<file path="src/nmea_sentence_field_extractor_top_defines.svh">
// Assertion macros for the NMEA field extractor.
// Each macro samples on clk and is disabled while rst_n is low.
`ifndef NMEA_SENTENCE_FIELD_EXTRACTOR_TOP_DEFINES_SVH
`define NMEA_SENTENCE_FIELD_EXTRACTOR_TOP_DEFINES_SVH

`ifndef SYNTHESIS
`define NSFE_ASSERT(label, prop, msg) \
    label: assert property (@(posedge clk) disable iff (!rst_n) (prop)) else $error(msg);
`define NSFE_ASSERT_NEXT(label, ante, cons, msg) \
    label: assert property (@(posedge clk) disable iff (!rst_n) (ante) |=> (cons)) \
        else $error(msg);
`else
`define NSFE_ASSERT(label, prop, msg)
`define NSFE_ASSERT_NEXT(label, ante, cons, msg)
`endif

`endif

</file>
<file path="src/nsfe_pkg.sv">
// Shared types and constants for the NMEA field extractor.
// No dependencies; used by the controller, datapath and top level.
package nsfe_pkg;

    localparam int LINE_LIMIT_DEFAULT = 128;
    localparam int FIELD_MAX_DEFAULT  = 19;

    localparam logic [7:0] CHAR_CR    = 8'd13;
    localparam logic [7:0] CHAR_LF    = 8'd10;
    localparam logic [7:0] CHAR_COMMA = 8'h2C;
    localparam logic [7:0] CHAR_STAR  = 8'h2A;

    localparam int HEADER_LEN = 6;
    localparam logic [3:0] FIELD_SEL_MAX = 4'd13;
    localparam logic [3:0] DELIM_MAX     = 4'd15;

    localparam logic [3:0]  FIELD_SELECT_RESET   = 4'd0;
    localparam logic [5:0]  IDLE_LIMIT_RESET     = 6'd56;
    localparam logic [47:0] HEADER_PATTERN_RESET = 48'h244750524D43;

    localparam int CFG_IDX_W = 2;
    localparam int CFG_DATA_W = 48;
    localparam logic [CFG_IDX_W-1:0] CFG_FIELD_SELECT   = 2'd0;
    localparam logic [CFG_IDX_W-1:0] CFG_IDLE_LIMIT     = 2'd1;
    localparam logic [CFG_IDX_W-1:0] CFG_HEADER_PATTERN = 2'd2;

    typedef enum logic [1:0] {
        KIND_CHAR    = 2'd0,
        KIND_EMPTY   = 2'd1,
        KIND_TIMEOUT = 2'd2
    } kind_t;

    // Commands from the controller to the datapath.
    typedef struct packed {
        logic take;
        logic rd;
        logic put;
    } cmd_t;

    // Status from the datapath to the controller.
    typedef struct packed {
        logic emit_single;
        logic emit_field;
        logic slot_free;
        logic burst_last;
    } stat_t;

endpackage

</file>
<file path="src/nsfe_ctrl.sv">
// Controller state machine for the NMEA field extractor.
// Depends on nsfe_pkg and the assertion macro header.
`include "nmea_sentence_field_extractor_top_defines.svh"

module nsfe_ctrl (
    input  logic           clk,
    input  logic           rst_n,
    input  logic           in_valid,
    output logic           in_ready,
    input  nsfe_pkg::stat_t stat,
    output nsfe_pkg::cmd_t  cmd
);

    typedef enum logic [2:0] {
        S_IDLE = 3'b001,
        S_READ = 3'b010,
        S_PUT  = 3'b100
    } state_t;

    state_t state_reg;
    state_t state_next;

    assign in_ready = (state_reg == S_IDLE);

    always_comb
    begin
        state_next = state_reg;
        cmd.take   = 1'b0;
        cmd.rd     = 1'b0;
        cmd.put    = 1'b0;
        case (state_reg)
            S_IDLE:
            begin
                if (in_valid)
                begin
                    cmd.take = 1'b1;
                    if (stat.emit_field)
                    begin
                        state_next = S_READ;
                    end
                    else if (stat.emit_single)
                    begin
                        state_next = S_PUT;
                    end
                end
            end
            S_READ:
            begin
                cmd.rd     = 1'b1;
                state_next = S_PUT;
            end
            S_PUT:
            begin
                if (stat.slot_free)
                begin
                    cmd.put    = 1'b1;
                    state_next = stat.burst_last ? S_IDLE : S_READ;
                end
            end
            default:
            begin
                state_next = S_IDLE;
            end
        endcase
    end

    always_ff @(posedge clk or negedge rst_n)
    begin
        if (!rst_n)
        begin
            state_reg <= S_IDLE;
        end
        else
        begin
            state_reg <= state_next;
        end
    end

    `NSFE_ASSERT(a_state_onehot, $onehot(state_reg), "state register is not one-hot")
    `NSFE_ASSERT_NEXT(a_read_then_put, state_reg == S_READ, state_reg == S_PUT,
        "field store read not followed by a put")
    `NSFE_ASSERT_NEXT(a_field_starts_read, cmd.take && stat.emit_field, state_reg == S_READ,
        "field burst did not start with a read")
    `NSFE_ASSERT(a_put_needs_slot, cmd.put |-> stat.slot_free,
        "result loaded while the output slot was busy")

endmodule

</file>
<file path="src/nsfe_dp.sv">
// Datapath for the NMEA field extractor: config, line state, field store, output.
// Depends on nsfe_pkg; driven by nsfe_ctrl commands.
module nsfe_dp #(
    parameter int LINE_LIMIT = nsfe_pkg::LINE_LIMIT_DEFAULT,
    parameter int FIELD_MAX  = nsfe_pkg::FIELD_MAX_DEFAULT
) (
    input  logic                              clk,
    input  logic                              rst_n,
    input  logic                              cfg_we,
    input  logic [nsfe_pkg::CFG_IDX_W-1:0]    cfg_index,
    input  logic [nsfe_pkg::CFG_DATA_W-1:0]   cfg_wdata,
    input  logic                              func,
    input  logic [7:0]                        data_byte,
    output logic                              out_valid,
    input  logic                              out_ready,
    output logic [1:0]                        kind,
    output logic [7:0]                        field_char,
    output logic                              last,
    input  nsfe_pkg::cmd_t                    cmd,
    output nsfe_pkg::stat_t                   stat
);

    localparam int POS_W  = $clog2(LINE_LIMIT + 1);
    localparam int FLEN_W = $clog2(FIELD_MAX + 1);
    localparam int ADDR_W = (FIELD_MAX > 1) ? $clog2(FIELD_MAX) : 1;

    logic [3:0]  field_select_reg;
    logic [5:0]  idle_limit_reg;
    logic [47:0] header_reg;

    logic [POS_W-1:0]  pos_reg, pos_next;
    logic              match_reg, match_next;
    logic [3:0]        dcount_reg, dcount_next;
    logic [FLEN_W-1:0] flen_reg, flen_next;
    logic [5:0]        idle_reg, idle_next;

    logic [7:0]        store [FIELD_MAX];
    logic [7:0]        rd_data_reg;
    logic [FLEN_W-1:0] burst_len_reg;
    logic [FLEN_W-1:0] burst_idx_reg;
    nsfe_pkg::kind_t   pend_kind_reg;

    logic              out_valid_reg;
    nsfe_pkg::kind_t   out_kind_reg;
    logic [7:0]        out_char_reg;
    logic              out_last_reg;

    logic       is_end, is_delim, in_line, in_header;
    logic [6:0] idle_inc;
    logic       timeout, line_ok, closed, field_hit, has_chars, store_we;
    logic [7:0] hdr_byte;

    always_ff @(posedge clk or negedge rst_n)
    begin
        if (!rst_n)
        begin
            field_select_reg <= nsfe_pkg::FIELD_SELECT_RESET;
            idle_limit_reg   <= nsfe_pkg::IDLE_LIMIT_RESET;
            header_reg       <= nsfe_pkg::HEADER_PATTERN_RESET;
        end
        else if (cfg_we)
        begin
            case (cfg_index)
                nsfe_pkg::CFG_FIELD_SELECT:   field_select_reg <= cfg_wdata[3:0];
                nsfe_pkg::CFG_IDLE_LIMIT:     idle_limit_reg   <= cfg_wdata[5:0];
                nsfe_pkg::CFG_HEADER_PATTERN: header_reg       <= cfg_wdata[47:0];
                default:
                begin
                end
            endcase
        end
    end

    // Expected header character for the current position, first one in the top byte.
    always_comb
    begin
        case (pos_reg[2:0])
            3'd0:    hdr_byte = header_reg[47:40];
            3'd1:    hdr_byte = header_reg[39:32];
            3'd2:    hdr_byte = header_reg[31:24];
            3'd3:    hdr_byte = header_reg[23:16];
            3'd4:    hdr_byte = header_reg[15:8];
            3'd5:    hdr_byte = header_reg[7:0];
            default: hdr_byte = 8'd0;
        endcase
    end

    assign is_end    = (data_byte == nsfe_pkg::CHAR_CR) || (data_byte == nsfe_pkg::CHAR_LF);
    assign is_delim  = (data_byte == nsfe_pkg::CHAR_COMMA) || (data_byte == nsfe_pkg::CHAR_STAR);
    assign in_line   = (pos_reg < POS_W'(LINE_LIMIT));
    assign in_header = (pos_reg < POS_W'(nsfe_pkg::HEADER_LEN));
    assign idle_inc  = {1'b0, idle_reg} + 7'd1;
    assign timeout   = (idle_inc >= {1'b0, idle_limit_reg});
    assign line_ok   = match_reg && !in_header;
    assign closed    = (field_select_reg <= nsfe_pkg::FIELD_SEL_MAX) &&
                       ({1'b0, dcount_reg} >= ({1'b0, field_select_reg} + 5'd2));
    assign field_hit = (field_select_reg <= nsfe_pkg::FIELD_SEL_MAX) &&
                       ({1'b0, dcount_reg} == ({1'b0, field_select_reg} + 5'd1));
    assign has_chars = (flen_reg != '0);
    assign store_we  = cmd.take && !func && !is_end && in_line && !is_delim && field_hit &&
                       (flen_reg < FLEN_W'(FIELD_MAX));

    assign stat.emit_field  = !func && is_end && line_ok && closed && has_chars;
    assign stat.emit_single = func ? timeout : (is_end && line_ok && !(closed && has_chars));
    assign stat.slot_free   = !out_valid_reg || out_ready;
    assign stat.burst_last  = (pend_kind_reg != nsfe_pkg::KIND_CHAR) ||
                              ((burst_idx_reg + FLEN_W'(1)) == burst_len_reg);

    always_comb
    begin
        pos_next    = pos_reg;
        match_next  = match_reg;
        dcount_next = dcount_reg;
        flen_next   = flen_reg;
        idle_next   = idle_reg;
        if (cmd.take)
        begin
            if (func)
            begin
                if (timeout)
                begin
                    idle_next   = 6'd1;
                    pos_next    = '0;
                    match_next  = 1'b1;
                    dcount_next = 4'd0;
                    flen_next   = '0;
                end
                else
                begin
                    idle_next = idle_inc[5:0];
                end
            end
            else if (is_end)
            begin
                if (line_ok)
                begin
                    idle_next = 6'd1;
                end
                pos_next    = '0;
                match_next  = 1'b1;
                dcount_next = 4'd0;
                flen_next   = '0;
            end
            else if (in_line)
            begin
                if (in_header && (data_byte != hdr_byte))
                begin
                    match_next = 1'b0;
                end
                if (is_delim)
                begin
                    if (dcount_reg != nsfe_pkg::DELIM_MAX)
                    begin
                        dcount_next = dcount_reg + 4'd1;
                    end
                end
                else if (store_we)
                begin
                    flen_next = flen_reg + FLEN_W'(1);
                end
                pos_next = pos_reg + POS_W'(1);
            end
        end
    end

    always_ff @(posedge clk or negedge rst_n)
    begin
        if (!rst_n)
        begin
            pos_reg    <= '0;
            match_reg  <= 1'b1;
            dcount_reg <= 4'd0;
            flen_reg   <= '0;
            idle_reg   <= 6'd1;
        end
        else
        begin
            pos_reg    <= pos_next;
            match_reg  <= match_next;
            dcount_reg <= dcount_next;
            flen_reg   <= flen_next;
            idle_reg   <= idle_next;
        end
    end

    // Field store: one write port at the fill position, one registered read port.
    always_ff @(posedge clk)
    begin
        if (store_we)
        begin
            store[flen_reg[ADDR_W-1:0]] <= data_byte;
        end
        if (cmd.rd)
        begin
            rd_data_reg <= store[burst_idx_reg[ADDR_W-1:0]];
        end
    end

    always_ff @(posedge clk or negedge rst_n)
    begin
        if (!rst_n)
        begin
            pend_kind_reg <= nsfe_pkg::KIND_EMPTY;
            burst_len_reg <= '0;
            burst_idx_reg <= '0;
        end
        else if (cmd.take)
        begin
            if (func)
            begin
                pend_kind_reg <= nsfe_pkg::KIND_TIMEOUT;
            end
            else if (stat.emit_field)
            begin
                pend_kind_reg <= nsfe_pkg::KIND_CHAR;
            end
            else
            begin
                pend_kind_reg <= nsfe_pkg::KIND_EMPTY;
            end
            burst_len_reg <= flen_reg;
            burst_idx_reg <= '0;
        end
        else if (cmd.put)
        begin
            burst_idx_reg <= burst_idx_reg + FLEN_W'(1);
        end
    end

    always_ff @(posedge clk or negedge rst_n)
    begin
        if (!rst_n)
        begin
            out_valid_reg <= 1'b0;
        end
        else if (cmd.put)
        begin
            out_valid_reg <= 1'b1;
        end
        else if (out_ready)
        begin
            out_valid_reg <= 1'b0;
        end
    end

    always_ff @(posedge clk)
    begin
        if (cmd.put)
        begin
            out_kind_reg <= pend_kind_reg;
            out_char_reg <= (pend_kind_reg == nsfe_pkg::KIND_CHAR) ? rd_data_reg : 8'd0;
            out_last_reg <= stat.burst_last;
        end
    end

    assign out_valid  = out_valid_reg;
    assign kind       = out_kind_reg;
    assign field_char = out_char_reg;
    assign last       = out_last_reg;

endmodule

</file>
<file path="src/nmea_sentence_field_extractor_top.sv">
// Top level of the NMEA sentence field extractor.
// Depends on nsfe_pkg, nsfe_ctrl and nsfe_dp.

// The block takes one request per received byte (func 0) or idle tick (func 1) and
// pulls one field out of each line whose first six characters equal header_pattern.
// The field is the one that follows delimiter number field_select, counting both
// commas and asterisks from zero. When a CR or LF closes a matching line, the field
// characters come out one result each with last set on the final one, or a single
// empty-field result when the field is missing, unclosed or empty; lines that do not
// match give nothing. Fields longer than FIELD_MAX characters are cut, and bytes past
// LINE_LIMIT characters in a line are ignored except for the line end. Idle ticks
// count up from one, and a timeout result is given when the count reaches idle_limit;
// the count restarts after a timeout or a matching line end. A byte or tick that gives
// no result is taken at once and leaves the block ready. A request that gives results
// keeps the input stalled until its final result sits in the output register; every
// character goes through the single registered read port of the field store before
// it is presented. A stalled output holds the block in its put state until the slot
// frees. Configuration is written through cfg_we, cfg_index and cfg_wdata; the user
// must write it only while the block is idle, as the block does not enforce this.
// Indexes past the register list are ignored.
module nmea_sentence_field_extractor_top #(
    parameter int LINE_LIMIT = nsfe_pkg::LINE_LIMIT_DEFAULT,
    parameter int FIELD_MAX  = nsfe_pkg::FIELD_MAX_DEFAULT
) (
    input  logic                            clk,
    input  logic                            rst_n,
    input  logic                            cfg_we,
    input  logic [nsfe_pkg::CFG_IDX_W-1:0]  cfg_index,
    input  logic [nsfe_pkg::CFG_DATA_W-1:0] cfg_wdata,
    input  logic                            in_valid,
    output logic                            in_ready,
    input  logic                            func,
    input  logic [7:0]                      data_byte,
    output logic                            out_valid,
    input  logic                            out_ready,
    output logic [1:0]                      kind,
    output logic [7:0]                      field_char,
    output logic                            last
);

    // Commands flow from the controller into the datapath; status flows back.
    nsfe_pkg::cmd_t  cmd;
    nsfe_pkg::stat_t stat;

    nsfe_ctrl u_ctrl (
        .clk      (clk),
        .rst_n    (rst_n),
        .in_valid (in_valid),
        .in_ready (in_ready),
        .stat     (stat),
        .cmd      (cmd)
    );

    // The datapath holds the configuration, the line state, the field store and the
    // output register that lets a finished result wait for the consumer.
    nsfe_dp #(
        .LINE_LIMIT (LINE_LIMIT),
        .FIELD_MAX  (FIELD_MAX)
    ) u_dp (
        .clk        (clk),
        .rst_n      (rst_n),
        .cfg_we     (cfg_we),
        .cfg_index  (cfg_index),
        .cfg_wdata  (cfg_wdata),
        .func       (func),
        .data_byte  (data_byte),
        .out_valid  (out_valid),
        .out_ready  (out_ready),
        .kind       (kind),
        .field_char (field_char),
        .last       (last),
        .cmd        (cmd),
        .stat       (stat)
    );

endmodule
</file>
<file path="config.mk">
export PLATFORM = sky130hd
export DESIGN_NAME = nmea_sentence_field_extractor_top
export DESIGN_NICKNAME = d
export VERILOG_FILES = /design/src/nsfe_pkg.sv /design/src/nsfe_ctrl.sv /design/src/nsfe_dp.sv /design/src/nmea_sentence_field_extractor_top.sv
export VERILOG_INCLUDE_DIRS = /design/src /design/src/src
export SDC_FILE = /design/constraint.sdc
export NUM_CORES = 1
export LEC_CHECK = 0
export ABC_AREA = 1
export BUFFER_PORTS_ARGS = -buffer_cell sky130_fd_sc_hd__buf_4
export CAP_MARGIN = 20
export CORE_MARGIN = 5
export CORE_UTILIZATION = 45
export DETAILED_ROUTE_END_ITERATION = 16
export MAX_ROUTING_LAYER = met4
export PLACE_DENSITY = 0.68
export SYNTH_ARGS = -nofsm -noshare
export SYNTH_HDL_FRONTEND = slang
export SYNTH_HIERARCHICAL = 1
export SYNTH_SLANG_ARGS = --single-unit
</file>
<file path="constraint.sdc">
create_clock -name clk -period 7.3 [get_ports clk]
set_input_delay 1.46 -clock clk [delete_from_list [all_inputs] [get_ports clk]]
set_output_delay 1.46 -clock clk [all_outputs]
set_load 0.01 [all_outputs]
</file>
### Word level (Yosys, flattened, before mapping)

Memory sizes are Yosys's and may differ from the RTL's. A register that Yosys moved wholly into a read port is not among the register bits.
Cells that the tools add are included.
Widths: inputs -> output; s select.

* input port bits: 64
* output and inout port bits: 13
* memories: 1
* logic and storage cells: 149
* RAM bits: 152
* register bits: 109

Memory list
* u_dp.store: depth 19, bits a word 8, read ports 1, clocked after memory_dff 1, wr ports 1, line nsfe_dp.sv:37 `logic [7:0] store [FIELD_MAX];`

* add/sub/neg operators: 7
* $lt $le $gt $ge: 6
* reduce and logical (&&, ||, !) cells: 50
* multiplexer cells: 46
* equal/unequal tests: 23

Operators by type and width (number)
* $pmux 8 s6: 1
* $mux 5: 8
* $mux 8: 4
* $mux 4: 6
* $mux 6: 4
* $logic_and 1x1->1: 17
* $eq 8x4->1 const B: 2
* $eq 8x6->1 const B: 2
* $mux 1: 16
* $reduce_bool 3->1: 5
* $mux 3: 4
* $add 5x1->5 const B: 2
* $reduce_and 5->1: 2
* $reduce_bool 2->1: 5
* $eq 3x2->1 const B: 3
* $eq 3x3->1 const B: 3
* $pmux 3 s3: 1
* $reduce_and 3->1: 3
* $add 8x1->8 const B: 1
* $lt 8x3->1 const B: 1
* $lt 8x8->1 const B: 1
* $ne 8x8->1: 1
* $add 6x1->7 const B: 1
* $ge 7x6->1: 1
* other kinds (24): 38

### Longest topological paths before layout

Gate-level depths: netlist (run 1).

* depth after elaboration: 13
* gate-level depth with buffers: 18
* mapped depth without buffers: 18

### Modules after synthesis

Netlist (run 1), hierarchy kept.

Modules (own cells, without submodules)
* nsfe_dp: seq. area each 7542.2 µm², area each 11967.7 µm², cells an instance 1107, times used 1
* nsfe_ctrl: seq. area each 76.3 µm², area each 266.5 µm², cells an instance 39, times used 1

### Worst setup path after synthesis (run 1)

No wires, ideal clock.

* path type: input-to-reg
* start: input port in_valid
* end: memory u_dp.store[15][0], enable pin
* slack: 3.832 ns
* stages: 9
* path buffers: 1
* library setup time: 0.395 ns
* arrival: 3.073 ns
* required time: 6.905 ns
* cell sequence: inv_1 nor2_1 buf_2 nand3_1 nor2_1 nand2_1 nor3_2 nand3b_2 nor4_1

RTL lines
* from (decl): line nmea_sentence_field_extractor_top.sv:30 `input logic in_valid,`
* to (decl): line nsfe_dp.sv:37

==> impl_metrics.json, run 1 <==
{
  "hold-path-endpoint": "u_dp/match_reg",
  "start_util": 0.4552,
  "r2r_end": "u_dp/store[13][7]",
  "power_uw": 4500,
  "synth_ff_type": "edfxtp_1",
  "setup_tns_ns": 0,
  "cp_max_fo": 17,
  "grt_pass1_vias": 8569,
  "grt_max_degree": 79,
  "cts-htree-levels": 1,
  "netlist_top_cells_count": "nand2_1, edfxtp_1, nor2_1, o21ai_0, inv_1",
  "maxCapViolations": 0,
  "use_met1": 0.2513,
  "tightestPinTransition_ns": 1.035,
  "hold_start": "u_dp/match_reg",
  "seq_area_frac_synth": 0.6227,
  "clk_latency_ns": 0.55,
  "met3_usage": 0.03159,
  "drt_iter0_drc": 639,
  "cts_tree": "yes",
  "via_per_inst": 5.397,
  "synth_area_leader_cell": "edfxtp_1",
  "hold_depth": 2,
  "nets": 1303,
  "post_cts_buffers": 0,
  "largest_reg_flops": 152,
  "drc": 0,
  "rr_worst_depth": 13,
  "clockBufferDepth": 3,
  "use_met2": 0.3045,
  "synth_edf_count": 171,
  "drv_slew": 0,
  "cts_buffers": 28,
  "synth_area_mm2": 0.01223,
  "yosys-top-cells-area": "edfxtp_1, dfrtp_1, nand2_1, dfstp_2, o21ai_0",
  "vias": 8489,
  "fin_cells": 1573,
  "hold_path.class": "flip-flop to flip-flop",
  "setup_viol_count_final": 0,
  "start_kind": "input pin",
  "areaGrowthSynthToFinish_pct": 14.15,
  "place_congestion": 0.9047,
  "cp-end-kind": "flip-flop",
  "grt_overflow_total": 0,
  "dr.pass1.iters": 5,
  "synth_most_common_cell": "nand2_1",
  "outcome": "finished clean",
  "power_density_mw_per_mm2": 322.2,
  "top_usage_layer": "met2",
  "rrSetupSlack_ns": 4.23,
  "synth.top_cell.area_share": 0.4197,
  "cts-root-buf": "clkbuf_16",
  "drive_above_1_share": 0.1867,
  "async_reset_ff_frac": 0.3643,
  "synth_area_per_cell_um2": 10.68,
  "relSlewSlack": 0.3097,
  "r2r_start": "u_ctrl/state_reg[0]",
  "design.die.area_mm2": 0.03058,
  "yosysWarnings": 6,
  "antenna_found_initial": 0,
  "fmax_mhz": 305.5,
  "worstPathRequired_ns": 7.47,
  "fin_crit_sh": 0.4485,
  "clock_skew_ns": 0.01913,
  "syn_nets": 1236,
  "postRouteAntennaNets": 0,
  "grtUsageTotal": 0.1894,
  "worstSetupPathType": "input pin to flip-flop",
  "placed_cells": 1523,
  "dp_hpwl_um": 18950,
  "dieWidth_um": 174.9,
  "routed_wl_um": 28230,
  "synth_cells": 1146,
  "rsz0062_at_grt": "no",
  "antennaDiodeCount": 0,
  "core_area_mm2": 0.02688,
  "die_height_um": 174.9,
  "cts_sinks": 269,
  "vdd_drop_max_v": 0.0001842,
  "grt_pass1_wl_um": 45620,
  "hold_buffers": 0,
  "ys_ff_latch": 269,
  "portBuffers": 76,
  "period_minus_slack_ns": 3.274,
  "wl_per_cell_um": 17.95,
  "netlist-cell-type-count": 40,
  "leakagePower_uw": 0.005702,
  "cp_data_arrival_time_ns": 3.44,
  "clk_pin_slew_worst_paths_ns": 0.06,
  "rows": 60,
  "ios": 77,
  "hold_violations": 0,
  "post_cts_resized": 0
}
## routing by layer
layer	vias to the layer above	wire [um]
met2	316	13500
met1	4037	12290
li1	4084	-
met5	-	0
met3	52	1760
met4	0	678
## report_power, final
part / switching (uW) / total [uW] / internal [uW] / leakage [uW]
registers: 118 / 1930 / 1810 / 0.00273
logic: 812 / 1230 / 416 / 0.00255
clock network: 571 / 1340 / 772 / 0.000424
## worst max-delay path: stages
cell	delay (ns)
buf_4	0.08
inv_1	0.04
nor2_1	0.10
buf_4	0.23
nand3_1	0.10
nor2_1	0.11
nand2_1	0.07
nor3_2	0.12
nand3b_2	0.14
nor2_4	0.21
nand2_2	0.18
nor2_1	0.58
## through the flow
step / setup slack, ns / hold WS (ns) / cell area [um2] / utilization
5_1_grt: 3.910 / 0.4955 / 13970 / 0.5196
2_1_floorplan: 3.832 / 0.4418 / 12230 / -
3_3_place_gp: 3.577 / 0.4505 / 13080 / 0.4865
4_1_cts: 4.102 / 0.4646 / 13940 / 0.5186
3_5_place_dp: 3.527 / 0.4566 / 13080 / 0.4865
6_report: 4.026 / 0.4631 / 13970 / 0.5196
## how the worst max path moves through the flow
stage | from | end | slack [ns] | cells after the start
after floorplan | in_valid | u_dp/store[15][0] | 3.83 | 9
after global placement | in_valid | u_dp/store[7][4] | 3.58 | 12
after detailed placement | in_valid | u_dp/store[17][5] | 3.53 | 12
after CTS | in_valid | u_dp/store[17][1] | 4.10 | 12
after global routing | in_valid | u_dp/store[7][5] | 3.91 | 12
final | in_valid | u_dp/store[13][7] | 4.03 | 12
## cells in the final DEF, fill, tap and decap left out, types with 10 or more instances in the layout
| cell | synthesis | routed |
|---|---|---|
| o221ai_1 | 23 | 23 |
| ha_1 | 26 | 26 |
| o22ai_1 | 14 | 14 |
| inv_1 | 93 | 93 |
| nand2_1 | 213 | 213 |
| o21ai_0 | 98 | 98 |
| dfrtp_1 | 73 | 72 |
| nor2_1 | 124 | 124 |
| xor2_1 | 15 | 15 |
| nor3_1 | 12 | 12 |
| mux2_2 | 42 | 42 |
| edfxtp_1 | 171 | 171 |
| nand3_1 | 71 | 70 |
| inv_2 | 10 | 10 |
| dfstp_2 | 25 | 25 |
| buf_4 | 5 | 84 |
| clkbuf_16 | 0 | 28 |
| nand4_1 | 12 | 12 |
| o211ai_1 | 13 | 13 |
## cell type report
cell class,instances,area (um2)
Clock inverter,17,147.6
Multi-Input combinational cell,724,4004
Tap cell,341,426.7
Sequential cell,269,7620
Fill cell,2385,12910
Inverter,105,394.1
Timing Repair Buffer,85,658.1
Clock buffer,32,715.7
## kinds of logic (layout without fill, tap and decap cells)
kind of cell	after synthesis	in the layout	share of synthesized area
AO/OA/AOI/OAI	172	172	0.08427
XOR/XNOR	18	18	0.01289
adder cells (fa/ha/maj)	26	26	0.02659
buffers and inverters	153	239	0.05042
flip-flops	269	269	0.6227
multiplexers	42	42	0.03866
AND/OR/NAND/NOR	466	466	0.1645
Power figures use the tool's default switching activity.
==> inputs of run 2 (changes only) <==
==> constraint.sdc (replaced) <==
create_clock -name clk -period 3.41 [get_ports clk]
set_input_delay 0.682 -clock clk [delete_from_list [all_inputs] [get_ports clk]]
set_output_delay 0.682 -clock clk [all_outputs]
set_load 0.01 [all_outputs]
==> impl_metrics.json, run 2 (synthesized netlist as in run 1, its figures left out) <==
{
  "hold_violations": 0,
  "final_cell_mix": "nand2_1, edfxtp_1, nor2_1",
  "cts_buffers": 28,
  "postRouteAntennaNets": 0,
  "leakagePower_uw": 0.005746,
  "rows": 60,
  "areaGrowthSynthToFinish_pct": 14.80,
  "rrSetupSlack_ns": 0.51,
  "cp-end-kind": "flip-flop",
  "cp.buffers_inverters": 1,
  "drive_above_1_share": 0.1900,
  "top_layer_used": "met4",
  "grtUsageTotal": 0.1906,
  "wl_met2_um": 13530,
  "wl_per_cell_um": 18.01,
  "cts-htree-levels": 1,
  "cts_tree": "yes",
  "design.die.area_mm2": 0.03058,
  "wirelength_met1_um": 12660,
  "rr_worst_depth": 12,
  "r2r_start": "u_ctrl/state_reg[0]",
  "cp_common_cell": "nor2_1",
  "fin_crit_sh": 0.8503,
  "slowest_stage": "nor2_1",
  "cp_max_fo": 8,
  "clock_skew_ns": 0.008246,
  "worstSetupPathType": "flip-flop to flip-flop",
  "grt_pass1_vias": 8353,
  "outcome": "finished clean",
  "cp_data_arrival_time_ns": 3.07,
  "rsz0062_at_grt": "no",
  "post_cts_buffers": 0,
  "drv_slew": 0,
  "place_congestion": 0.8452,
  "nets": 1310,
  "clk_latency_ns": 0.54,
  "power_uw": 9727,
  "final_core_util": 0.5226,
  "setup_viol_count_final": 0,
  "post_cts_resized": 0,
  "holdWs_ns": 0.1894,
  "via_per_inst": 5.405,
  "setup_tns_ns": 0,
  "grt_max_degree": 52,
  "tightestPinTransition_ns": 0.7647,
  "dp_hpwl_um": 19750,
  "ios": 77,
  "portBuffers": 76,
  "die_height_um": 174.9,
  "fin_ws_ns": 0.5104,
  "start_kind": "flip-flop",
  "period_minus_slack_ns": 2.900,
  "route.met3.wl_um": 1384,
  "start_util": 0.4552,
  "drc": 0,
  "clockBufferDepth": 3,
  "antenna_found_initial": 0,
  "vias": 8556,
  "relSlewSlack": 0.4897,
  "cts_sinks": 269,
  "hold_buffers": 0,
  "clk_pin_slew_worst_paths_ns": 0.06,
  "r2r_end": "u_dp/store[7][4]",
  "drt_iter0_drc": 706,
  "cts-root-buf": "clkbuf_16",
  "routed_wl_um": 28510,
  "layout_commonest_cell": "nand2_1",
  "fmax_mhz": 344.9,
  "vdd_drop_max_v": 0.0004077,
  "dp_slack_ns": 0.4963,
  "grt_overflow_total": 0,
  "critical_path.top_delay_family": "simple AND/OR/NAND/NOR gates",
  "cpPeakStageDelay_ns": 0.57,
  "antennaDiodeCount": 0,
  "worstPathRequired_ns": 3.58,
  "core_area_mm2": 0.02688,
  "dr.pass1.iters": 5,
  "path_cells": "inv_2, nor2_4, nand2_2, nor2_1, nand3_1, nor2_1, nand2_1, nor3_2, nand3b_2, nor2_4, nand2_1, nor2_1",
  "grt_pass1_wl_um": 45320,
  "maxCapViolations": 0,
  "power_density_mw_per_mm2": 692.5,
  "largest_reg_flops": 152,
  "hold_path.class": "input pin to asynchronous set/reset pin",
  "dieWidth_um": 174.9
}
==> run 2: cell count changes in the layout (fill, tap and decap cells not counted) <==
cell	previous run	this run
clkbuf_8	0	1
clkbuf_1	4	7
clkinv_4	0	2
buf_4	84	90
clkinvlp_4	1	0
buf_16	1	0
clkinv_2	6	3
buf_12	0	2
clkinv_1	8	9
inv_6	0	1
inv_8	1	0
==> run 2: final cells by class <==
type                       count  area, um2
fill                        2351      12830
sequential                   269       7620
multi-input combinational    724       4004
clock buffer                  36      740.7
timing repair buffer          92      715.7
tap                          341      426.7
inverter                     105      394.1
clock inverter                16      143.9
==> run 2: worst max path at each step <==
stage | startpoint | endpoint | slack, ns | depth (start not counted)
2_1_floorplan | u_ctrl/state_reg[0] | u_dp/store[15][0] | 0.67 | 11
3_3_place_gp | data_byte[0] | u_dp/store[11][6] | 0.57 | 11
3_5_place_dp | data_byte[0] | u_dp/store[9][5] | 0.50 | 11
4_1_cts | u_ctrl/state_reg[0] | u_dp/store[9][5] | 0.52 | 12
5_1_grt | u_ctrl/state_reg[0] | u_dp/store[9][3] | 0.34 | 12
6_report | u_ctrl/state_reg[0] | u_dp/store[7][4] | 0.51 | 12
==> run 2: per-stage QoR <==
step	area [um2]	cells
floorplan	12230	1146
global placement	13160	1531
detailed placement	13160	1531
CTS	14040	1583
global route	14040	1583
finish	14040	1583
==> run 2: power breakdown <==
part / switching (uW) / internal [uW] / total [uW]
registers: 278 / 3880 / 4150
logic: 1750 / 910 / 2660
clock network: 1220 / 1690 / 2910
total: 3250 / 6470 / 9730
==> run 2: routing by layer <==
| layer | up-vias | GRT usage |
|---|---|---|
| li1 | 4107 | - |
| met1 | 4143 | 0.2571 |
| met2 | 241 | 0.3024 |
| met3 | 65 | 0.02293 |
| met4 | 0 | 0.06579 |
| met5 | - | - |
